--- src/sv/cfm_pkg.sv ---
// ----------------------------------------------------------------------------
// cfm_pkg: shared types, constants and functions of the field map evaluator
// Holds the fixed-point constants, the CORDIC arctangent table, the CORDIC
// step and angle reduction functions and the structs passed between modules.
// ----------------------------------------------------------------------------
package cfm_pkg;

   // Output field width and number of CORDIC micro-rotations.
   localparam int DATA_WIDTH    = 32;
   localparam int CORDIC_STAGES = 24;
   localparam int STEP_W        = $clog2(CORDIC_STAGES);

   // CORDIC vector width (Q2.30 with headroom) and angle width.
   localparam int CW = 34;
   localparam int AW = 36;

   // Tangent divider: numerator is |sin| scaled by 2^24.
   localparam int DIV_BITS  = CW + 24;
   localparam int DIV_CNT_W = $clog2(DIV_BITS);

   // Configuration port index width.
   localparam int CSR_IDX_W = 4;

   // Register indexes.
   localparam logic [CSR_IDX_W-1:0] REG_FIELD_MODE     = 4'd0;
   localparam logic [CSR_IDX_W-1:0] REG_ACTIVE_RADIUS  = 4'd1;
   localparam logic [CSR_IDX_W-1:0] REG_ACTIVE_Z_WIN   = 4'd2;
   localparam logic [CSR_IDX_W-1:0] REG_BASE_FIELD     = 4'd3;
   localparam logic [CSR_IDX_W-1:0] REG_AXIAL_GRADIENT = 4'd4;
   localparam logic [CSR_IDX_W-1:0] REG_SPLIT_ANGLE    = 4'd5;
   localparam logic [CSR_IDX_W-1:0] REG_SPLIT_RAMP     = 4'd6;
   localparam logic [CSR_IDX_W-1:0] REG_INV_X_SCALE    = 4'd7;

   // Field mode codes. Any other code behaves as the axial gradient mode.
   localparam logic [1:0] MODE_ALONG_Y = 2'd1;
   localparam logic [1:0] MODE_OUTLETS = 2'd2;

   // Angle constants in Q2.30.
   localparam logic signed [AW-1:0] PI_Q30      = AW'(64'sd3373259426);
   localparam logic signed [AW-1:0] HALF_PI_Q30 = AW'(64'sd1686629713);
   localparam logic signed [CW-1:0] GAIN_Q30    = CW'(64'sd652032874);
   localparam logic signed [31:0]   I32_MAX     = 32'sd2147483647;

   // Saturation bounds of the output fields.
   localparam logic signed [71:0] SAT_HI = (72'sd1 <<< (DATA_WIDTH - 1)) - 72'sd1;
   localparam logic signed [71:0] SAT_LO = -(72'sd1 <<< (DATA_WIDTH - 1));

   // Arctangent of 2^-i in Q2.30.
   localparam logic [31:0] ATAN_TAB [32] = '{
      32'h3243F6A8, 32'h1DAC6705, 32'h0FADBAFC, 32'h07F56EA6, 32'h03FEAB76,
      32'h01FFD55B, 32'h00FFFAAA, 32'h007FFF55, 32'h003FFFEA, 32'h001FFFFD,
      32'h000FFFFF, 32'h0007FFFF, 32'h0003FFFF, 32'h0001FFFF, 32'h0000FFFF,
      32'h00007FFF, 32'h00003FFF, 32'h00001FFF, 32'h00000FFF, 32'h000007FF,
      32'h000003FF, 32'h000001FF, 32'h000000FF, 32'h0000007F, 32'h0000003F,
      32'h0000001F, 32'h0000000F, 32'h00000008, 32'h00000004, 32'h00000002,
      32'h00000001, 32'h00000000
   };

   // Live configuration as seen by the datapath.
   typedef struct packed {
      logic [1:0]         field_mode;
      logic signed [31:0] z_min;
      logic signed [31:0] z_max;
      logic signed [31:0] base_field;
      logic signed [31:0] axial_gradient;
      logic signed [31:0] split_angle;
      logic signed [31:0] ramp_start;
      logic [31:0]        inv_len;
      logic signed [31:0] inv_x_scale;
      logic signed [31:0] tan_angle;
      logic [61:0]        radius_sq;
      logic               flare;
   } cfg_type;

   // CORDIC vector and residual angle.
   typedef struct packed {
      logic signed [CW-1:0] x;
      logic signed [CW-1:0] y;
      logic signed [AW-1:0] t;
   } cordic_type;

   // Angle folded into [-pi/2, pi/2] and the sign flip it implies.
   typedef struct packed {
      logic signed [AW-1:0] t;
      logic                 neg;
   } reduce_type;

   // Per-point data carried alongside the CORDIC pipeline.
   typedef struct packed {
      logic                         in_region;
      logic                         x_neg;
      logic                         neg;
      logic [30:0]                  strength;
      logic signed [DATA_WIDTH-1:0] bx;
      logic signed [DATA_WIDTH-1:0] by;
      logic signed [DATA_WIDTH-1:0] bz;
   } side_type;

   // Tangent unit states.
   typedef enum logic [2:0] {
      TAN_IDLE,
      TAN_ROTATE,
      TAN_PREP,
      TAN_DIVIDE,
      TAN_FINISH
   } tan_state_type;

   // Fold an angle of at most about 8 rad by multiples of pi; three steps cover it.
   function automatic reduce_type cordic_reduce(input logic signed [AW-1:0] t_in);
      reduce_type r;
      r.t   = t_in;
      r.neg = 1'b0;
      for (int k = 0; k < 3; k++) begin
         if (r.t > HALF_PI_Q30) begin
            r.t   = r.t - PI_Q30;
            r.neg = ~r.neg;
         end else if (r.t < -HALF_PI_Q30) begin
            r.t   = r.t + PI_Q30;
            r.neg = ~r.neg;
         end
      end
      return r;
   endfunction

   // One CORDIC micro-rotation toward a zero residual angle.
   function automatic cordic_type cordic_rotate(input cordic_type v, input logic [4:0] i);
      cordic_type           r;
      logic signed [CW-1:0] vx;
      logic signed [CW-1:0] vy;
      logic signed [CW-1:0] dx;
      logic signed [CW-1:0] dy;
      logic signed [AW-1:0] vt;
      logic signed [AW-1:0] at;
      vx = v.x;
      vy = v.y;
      vt = v.t;
      dx = vy >>> i;
      dy = vx >>> i;
      at = AW'(ATAN_TAB[i]);
      if (vt >= 0) begin
         r.x = vx - dx;
         r.y = vy + dy;
         r.t = vt - at;
      end else begin
         r.x = vx + dx;
         r.y = vy - dy;
         r.t = vt + at;
      end
      return r;
   endfunction

   // Saturate a wide signed value to the output field width.
   function automatic logic signed [DATA_WIDTH-1:0] sat_data(input logic signed [71:0] v);
      logic signed [71:0] r;
      if (v > SAT_HI) begin
         r = SAT_HI;
      end else if (v < SAT_LO) begin
         r = SAT_LO;
      end else begin
         r = v;
      end
      return r[DATA_WIDTH-1:0];
   endfunction

endpackage

--- src/sv/cfm_csr.sv ---
// ----------------------------------------------------------------------------
// cfm_csr: configuration registers and tangent unit
// Stores the registers, keeps the squared radius, and computes tan of the
// split angle after each write of it with an iterative CORDIC and a bit-serial
// divider. busy is high while the tangent is being worked out.
// ----------------------------------------------------------------------------
module cfm_csr (
   input  logic                          clock,
   input  logic                          reset,
   input  logic                          csr_valid,
   output logic                          csr_ready,
   input  logic [cfm_pkg::CSR_IDX_W-1:0] csr_index,
   input  logic [63:0]                   csr_data,
   output cfm_pkg::cfg_type              cfg,
   output logic                          busy
);

   logic [1:0]         field_mode_ff;
   logic [30:0]        radius_ff;
   logic signed [31:0] z_min_ff;
   logic signed [31:0] z_max_ff;
   logic signed [31:0] base_ff;
   logic signed [31:0] grad_ff;
   logic signed [31:0] angle_ff;
   logic signed [31:0] ramp_start_ff;
   logic [31:0]        inv_len_ff;
   logic signed [31:0] inv_x_scale_ff;
   logic [61:0]        radius_sq_ff;

   cfm_pkg::tan_state_type               state_ff, state_in;
   cfm_pkg::cordic_type                  vec_ff, vec_in;
   logic                                 neg_ff, neg_in;
   logic [cfm_pkg::STEP_W-1:0]           step_ff, step_in;
   logic [cfm_pkg::CW-1:0]               den_ff, den_in;
   logic [cfm_pkg::DIV_BITS-1:0]         num_ff, num_in;
   logic [cfm_pkg::CW-1:0]               rem_ff, rem_in;
   logic [cfm_pkg::DIV_BITS-1:0]         quo_ff, quo_in;
   logic [cfm_pkg::DIV_CNT_W-1:0]        cnt_ff, cnt_in;
   logic                                 qneg_ff, qneg_in;
   logic signed [31:0]                   tan_ff, tan_in;

   logic wr;

   assign csr_ready = 1'b1;
   assign wr        = csr_valid & csr_ready;
   assign busy      = (state_ff != cfm_pkg::TAN_IDLE);

   // Register writes.
   always_ff @(posedge clock) begin
      if (reset) begin
         field_mode_ff  <= '0;
         radius_ff      <= '0;
         z_min_ff       <= '0;
         z_max_ff       <= '0;
         base_ff        <= '0;
         grad_ff        <= '0;
         angle_ff       <= '0;
         ramp_start_ff  <= '0;
         inv_len_ff     <= '0;
         inv_x_scale_ff <= '0;
      end else if (wr) begin
         unique case (csr_index)
            cfm_pkg::REG_FIELD_MODE:     field_mode_ff  <= csr_data[1:0];
            cfm_pkg::REG_ACTIVE_RADIUS:  radius_ff      <= csr_data[30:0];
            cfm_pkg::REG_ACTIVE_Z_WIN: begin
               z_min_ff <= csr_data[31:0];
               z_max_ff <= csr_data[63:32];
            end
            cfm_pkg::REG_BASE_FIELD:     base_ff        <= csr_data[31:0];
            cfm_pkg::REG_AXIAL_GRADIENT: grad_ff        <= csr_data[31:0];
            cfm_pkg::REG_SPLIT_ANGLE:    angle_ff       <= csr_data[31:0];
            cfm_pkg::REG_SPLIT_RAMP: begin
               ramp_start_ff <= csr_data[31:0];
               inv_len_ff    <= csr_data[63:32];
            end
            cfm_pkg::REG_INV_X_SCALE:    inv_x_scale_ff <= csr_data[31:0];
            default: ;
         endcase
      end
   end

   // The squared radius is registered from the radius register, in the cycle after it.
   always_ff @(posedge clock) begin
      radius_sq_ff <= 62'(radius_ff) * 62'(radius_ff);
   end

   // Tangent unit: next state and datapath.
   always_comb begin
      cfm_pkg::reduce_type         red;
      logic signed [cfm_pkg::CW-1:0] c;
      logic signed [cfm_pkg::CW-1:0] s;
      logic [cfm_pkg::CW-1:0]        s_mag;
      logic [cfm_pkg::CW:0]          trial;
      logic [30:0]                   mag;
      state_in = state_ff;
      vec_in   = vec_ff;
      neg_in   = neg_ff;
      step_in  = step_ff;
      den_in   = den_ff;
      num_in   = num_ff;
      rem_in   = rem_ff;
      quo_in   = quo_ff;
      cnt_in   = cnt_ff;
      qneg_in  = qneg_ff;
      tan_in   = tan_ff;
      red      = cfm_pkg::cordic_reduce(cfm_pkg::AW'($signed(csr_data[31:0])) <<< 2);
      c        = neg_ff ? -vec_ff.x : vec_ff.x;
      s        = neg_ff ? -vec_ff.y : vec_ff.y;
      if (c < 0) begin
         c = -c;
         s = -s;
      end
      s_mag = s[cfm_pkg::CW-1] ? cfm_pkg::CW'(-s) : cfm_pkg::CW'(s);
      trial = {rem_ff, num_ff[cfm_pkg::DIV_BITS-1]};
      mag   = (quo_ff > cfm_pkg::DIV_BITS'(cfm_pkg::I32_MAX)) ? 31'h7FFF_FFFF : quo_ff[30:0];

      if (wr && (csr_index == cfm_pkg::REG_SPLIT_ANGLE)) begin
         // A new angle restarts the unit.
         vec_in.x = cfm_pkg::GAIN_Q30;
         vec_in.y = '0;
         vec_in.t = red.t;
         neg_in   = red.neg;
         step_in  = '0;
         state_in = cfm_pkg::TAN_ROTATE;
      end else begin
         unique case (state_ff)
            cfm_pkg::TAN_IDLE: ;
            cfm_pkg::TAN_ROTATE: begin
               vec_in  = cfm_pkg::cordic_rotate(vec_ff, 5'(step_ff));
               step_in = step_ff + 1'b1;
               if (step_ff == cfm_pkg::STEP_W'(cfm_pkg::CORDIC_STAGES - 1)) begin
                  state_in = cfm_pkg::TAN_PREP;
               end
            end
            cfm_pkg::TAN_PREP: begin
               if (c == 0) begin
                  // Pole: saturate with the sign of sin.
                  tan_in   = (s >= 0) ? cfm_pkg::I32_MAX : -cfm_pkg::I32_MAX;
                  state_in = cfm_pkg::TAN_IDLE;
               end else begin
                  den_in   = c;
                  num_in   = {s_mag, 24'd0};
                  qneg_in  = (s < 0);
                  rem_in   = '0;
                  quo_in   = '0;
                  cnt_in   = '0;
                  state_in = cfm_pkg::TAN_DIVIDE;
               end
            end
            cfm_pkg::TAN_DIVIDE: begin
               // Restoring division, one quotient bit a cycle.
               if (trial >= {1'b0, den_ff}) begin
                  rem_in = cfm_pkg::CW'(trial - {1'b0, den_ff});
                  quo_in = {quo_ff[cfm_pkg::DIV_BITS-2:0], 1'b1};
               end else begin
                  rem_in = trial[cfm_pkg::CW-1:0];
                  quo_in = {quo_ff[cfm_pkg::DIV_BITS-2:0], 1'b0};
               end
               num_in = {num_ff[cfm_pkg::DIV_BITS-2:0], 1'b0};
               cnt_in = cnt_ff + 1'b1;
               if (cnt_ff == cfm_pkg::DIV_CNT_W'(cfm_pkg::DIV_BITS - 1)) begin
                  state_in = cfm_pkg::TAN_FINISH;
               end
            end
            cfm_pkg::TAN_FINISH: begin
               tan_in   = qneg_ff ? -$signed({1'b0, mag}) : $signed({1'b0, mag});
               state_in = cfm_pkg::TAN_IDLE;
            end
            default: state_in = cfm_pkg::TAN_IDLE;
         endcase
      end
   end

   // Tangent unit registers.
   always_ff @(posedge clock) begin
      if (reset) begin
         state_ff <= cfm_pkg::TAN_IDLE;
         tan_ff   <= '0;
      end else begin
         state_ff <= state_in;
         tan_ff   <= tan_in;
      end
      vec_ff  <= vec_in;
      neg_ff  <= neg_in;
      step_ff <= step_in;
      den_ff  <= den_in;
      num_ff  <= num_in;
      rem_ff  <= rem_in;
      quo_ff  <= quo_in;
      cnt_ff  <= cnt_in;
      qneg_ff <= qneg_in;
   end

   // Configuration as seen by the datapath.
   always_comb begin
      cfg.field_mode     = field_mode_ff;
      cfg.z_min          = z_min_ff;
      cfg.z_max          = z_max_ff;
      cfg.base_field     = base_ff;
      cfg.axial_gradient = grad_ff;
      cfg.split_angle    = angle_ff;
      cfg.ramp_start     = ramp_start_ff;
      cfg.inv_len        = inv_len_ff;
      cfg.inv_x_scale    = inv_x_scale_ff;
      cfg.tan_angle      = tan_ff;
      cfg.radius_sq      = radius_sq_ff;
      cfg.flare          = (angle_ff != 0) && (inv_len_ff != 0);
   end

endmodule

--- config.mk ---
export PLATFORM = sky130hd
export DESIGN_NAME = cfm_csr
export DESIGN_NICKNAME = d
export VERILOG_FILES = /design/src/sv/cfm_pkg.sv /design/src/sv/cfm_csr.sv
export SDC_FILE = /design/constraint.sdc
export NUM_CORES = 2
export LEC_CHECK = 0
export BUFFER_PORTS_ARGS = -buffer_cell sky130_fd_sc_hd__buf_2
export CORE_UTILIZATION = 55
export DETAILED_ROUTE_END_ITERATION = 6
export PLACE_DENSITY = 0.76
export SYNTH_ARGS = -nofsm -noshare
export SYNTH_HDL_FRONTEND = slang
export SYNTH_SLANG_ARGS = --single-unit
--- constraint.sdc ---
create_clock -name clock -period 10.15 [get_ports clock]
set_clock_uncertainty 0.05 [all_clocks]
set_input_delay 2.03 -clock clock [delete_from_list [all_inputs] [get_ports clock]]
set_output_delay 2.03 -clock clock [all_outputs]
set_load 0.01 [all_outputs]
==> impl_results.rst <==
.. list-table::
   :header-rows: 1

   * - Metric
     - Value
   * - Final Instance Area
     - 79730 um2
   * - TritonCTS Sinks
     - 662
   * - Half-perimeter wire length after detailed placement
     - 168700 um
   * - Setup slack after placement
     - 0.4523 ns
   * - Fraction of synthesized cell area taken by the top area cell type
     - 21.14%
   * - Cell variety after synth
     - 113
   * - Slew of the pin with the lowest slew margin
     - 1.132 ns
   * - Antenna violations before repair
     - 12
   * - Relative slew slack
     - 24.27%
   * - Remaining antenna violation count after routing
     - 0
   * - Avg Inst Size Synth
     - 8.280 um2
   * - Pleak
     - 38.00 nW
   * - Max Clock Freq
     - 0.1032 GHz
   * - Number of synthesis warnings
     - 0
   * - Instance area after placement
     - 76990 um2
   * - Kind of start point of the critical path
     - flop
   * - Main area contributors after synthesis
     - fa_1 21%, dfxtp_1 13%, edfxtp_1 8.4%
   * - Port bufs
     - 423
   * - Max capacitance violation total
     - 0
   * - Global-route usage over all layers
     - 32.53%
   * - Die outline height
     - 366.3 um
   * - Flop2flop setup slack
     - 0.46 ns
   * - Core box area
     - 131600 um2
   * - Post-Route Setup TNS
     - 0 ns
   * - Hold violation total from the final report
     - 0
   * - Initial standard-cell utilization of the core
     - 55.46%
   * - Total die area
     - 134200 um2
   * - Clock root buffer
     - clkbuf_16
   * - Final setup vio count
     - 0
   * - Layout Area Growth over Synthesis
     - 9.218%
   * - Most instantiated library cell after synthesis
     - nand2_1
   * - Row Count
     - 133
   * - Pin count of the biggest net entering global routing
     - 100
   * - Number of design rule violations left after detail routing
     - 1
   * - Cell accounting for the most synthesized area
     - fa_1
   * - Count of mapped cells out of synthesis
     - 8816
   * - Arr. time, crit path
     - 10.23 ns
   * - CP Data Required Time
     - 10.68 ns
   * - First-pass GRT wire length
     - 349500 um
   * - Critical path endpoint category
     - flop
   * - Worst IR Drop VDD
     - 165.9 uV
   * - Pwr/cell area
     - 195.9 nW/um2
   * - Detailed-route wire length per cell
     - 20.21 um
   * - Post-layout net count
     - 10290
   * - Number of synthesized register bits
     - 662
   * - Buffer levels on the longest clock path
     - 3
   * - Most used flip-flop cell after synthesis
     - dfxtp_1
   * - Filler cell count in the final layout
     - 11390
   * - Detailed router's first-iteration violation count
     - 5555
   * - Tcrit/Tclk final
     - 95.50%
   * - Die extent in x
     - 366.3 um
   * - Routability-driven placement congestion ratio
     - 0.9761
   * - Num CTS Buffers
     - 79
   * - Syn nets
     - 10080
   * - Count of pins on the block boundary
     - 426
   * - Max Fanout on Critical Path
     - 16
   * - Clock tree from TritonCTS
     - built
   * - Top cells by instance count after synthesis
     - 1476 x nand2_1, 1169 x inv_1, 771 x fa_1, 683 x a21oi_1, 495 x nor2_1
   * - Number of enable flip-flop cells after synthesis
     - 204
   * - Fin. max-slew vios
     - 0
   * - Post-layout power
     - 0.01562 W
   * - Critical-path top delay cell
     - dfxtp_1
   * - Post-route setup slack
     - 0.4569 ns
   * - Violations in the final reports
     - DRC
   * - Total number of vias
     - 63350
   * - Most common cell on crit path
     - fa_1
   * - Summed instance area of the synthesized netlist
     - 73000 um2
   * - Total length of routed wires
     - 219200 um
   * - Post-layout min period
     - 9.693 ns
   * - Worst Reg2Reg Path Length in Cells
     - 31
   * - Maximum single-stage delay on the critical path
     - 0.60 ns
   * - Async SR Flop Fraction
     - 0%
   * - Overflow left after global routing
     - 0
   * - Hold WC Path Type
     - flop to flop
   * - Run status
     - complete, but fails checks
   * - H-tree Lvls
     - 3
   * - Clk_lat worst skew
     - 0.72 ns
   * - Crit Path Category
     - flop to flop
   * - Vias per inst
     - 5.840
   * - Number of global-route vias before repair
     - 64150
   * - Hold path cells
     - 2
   * - Share of post-route cells with drive strength above 1
     - 10.50%
   * - Iteration count of the initial detailed-routing pass
     - 7
   * - Post-CTS clock slew at the launch and capture registers of the worst setup and hold paths
     - 0.06 ns
   * - Portion of the post-synthesis area used by sequential elements
     - 20.95%
[cell families after synthesis]
| kind of cell | Yosys count | share of synthesized area [%] |
|---|---|---|
| adders and majority gates | 1195 | 28.41 |
| other | 2 | 0.01029 |
| and+or+nand+nor | 2949 | 18.35 |
| buffers and inverters | 1673 | 8.682 |
| DFF | 662 | 20.95 |
| AOI/OAI and AO/OA | 1661 | 14.12 |
| muxes | 150 | 3.133 |
| xor gates and xnor gates | 524 | 6.344 |
[state kept, by name, indices dropped and copies added (netlist names), 5 cells and up]
name	count
radius_sq_ff	61
den_ff	34
ramp_start_ff	32
z_max_ff	32
inv_x_scale_ff	32
tan_ff	32
inv_len_ff	32
base_ff	32
rem_ff	34
radius_ff	31
cnt_ff	6
z_min_ff	32
quo_ff	58
grad_ff	32
vec_ff	104
step_ff	5
angle_ff	32
num_ff	34
[what timing repair did]
item / 4_1_cts / 5_1_grt
hold buffers: 0 / 0
resized for setup: 0 / 4
buffers inserted: 0 / 1
endpoints found under the setup margin: 0 / 4
[worst paths after layout]
path | end | from
max | radius_sq_ff[61] | radius_ff[6]
min | tan_ff[15] | tan_ff[15]
max reg2reg | radius_sq_ff[61] | radius_ff[6]
min reg2reg | tan_ff[15] | tan_ff[15]
[layout by cell type, fill, tap and decap left out, types with 61 or more instances in the layout]
cell type / n
nand2_1: 1472
inv_1: 1167
fa_1: 771
a21oi_1: 682
nor2_1: 494
dfxtp_1: 452
ha_1: 424
buf_2: 422
o21ai_0: 324
xnor2_1: 323
and2_1: 213
edfxtp_1: 204
buf_4: 199
xor2_1: 194
nand3_1: 130
nor3_1: 119
and3_1: 97
clkbuf_16: 82
or3_1: 80
a21o_1: 72
a31oi_1: 72
mux2i_1: 71
mux4_2: 61
[where the power goes]
group / total (W) / switching [W] / leakage (nW) / internal (W)
Combinational: 0.00906 / 0.00525 / 30.9 / 0.00380
Sequential: 0.00361 / 0.000515 / 5.74 / 0.00309
Clock: 0.00296 / 0.00127 / 1.32 / 0.00169
Total: 0.0156 / 0.00703 / 38.0 / 0.00859
[critical path, delay by kind of cell (launching register included)]
| kind | cells | cell delay (ns) |
|---|---|---|
| AND/OR/NAND/NOR | 4 | 0.91 |
| buffers and inverters | 6 | 0.77 |
| adder cells (fa/ha/maj) | 9 | 4.36 |
| flip-flops | 1 | 0.60 |
| XOR/XNOR | 1 | 0.08 |
| AO/OA/AOI/OAI | 11 | 2.82 |
[per-stage QoR]
stage | hold slack, ns | utilization [%] | cells
after global routing | 0.4178 | 60.57 | 10850
after global placement | 0.3884 | 58.49 | 10690
final | 0.3992 | 60.57 | 10850
after CTS | 0.4015 | 60.54 | 10840
after detailed placement | 0.3932 | 58.49 | 10690
after floorplan | 0.3452 | - | 8816
[layer usage]
| metal | wire length, um | global-route usage [%] | up-vias |
|---|---|---|---|
| li1 | - | - | 29390 |
| met1 | 87670 | 41.46 | 30750 |
| met2 | 103800 | 53.96 | 2657 |
| met3 | 18250 | 6.375 | 545 |
| met4 | 9493 | 13.49 | 6 |
| met5 | 39 | 0 | - |
[area by class of cell]
type / instances / area, um2 / share of cell area, %
antenna: 6 / 15.01 / 0.01883
clock buffer: 107 / 2266 / 2.842
clock inverter: 40 / 435.4 / 0.5461
inverter: 1173 / 4409 / 5.531
multi-input combinational: 6481 / 51460 / 64.54
sequential: 662 / 15310 / 19.20
tap: 1755 / 2196 / 2.754
timing repair buffer: 623 / 3641 / 4.567
(Power assumes the default switching activity.)
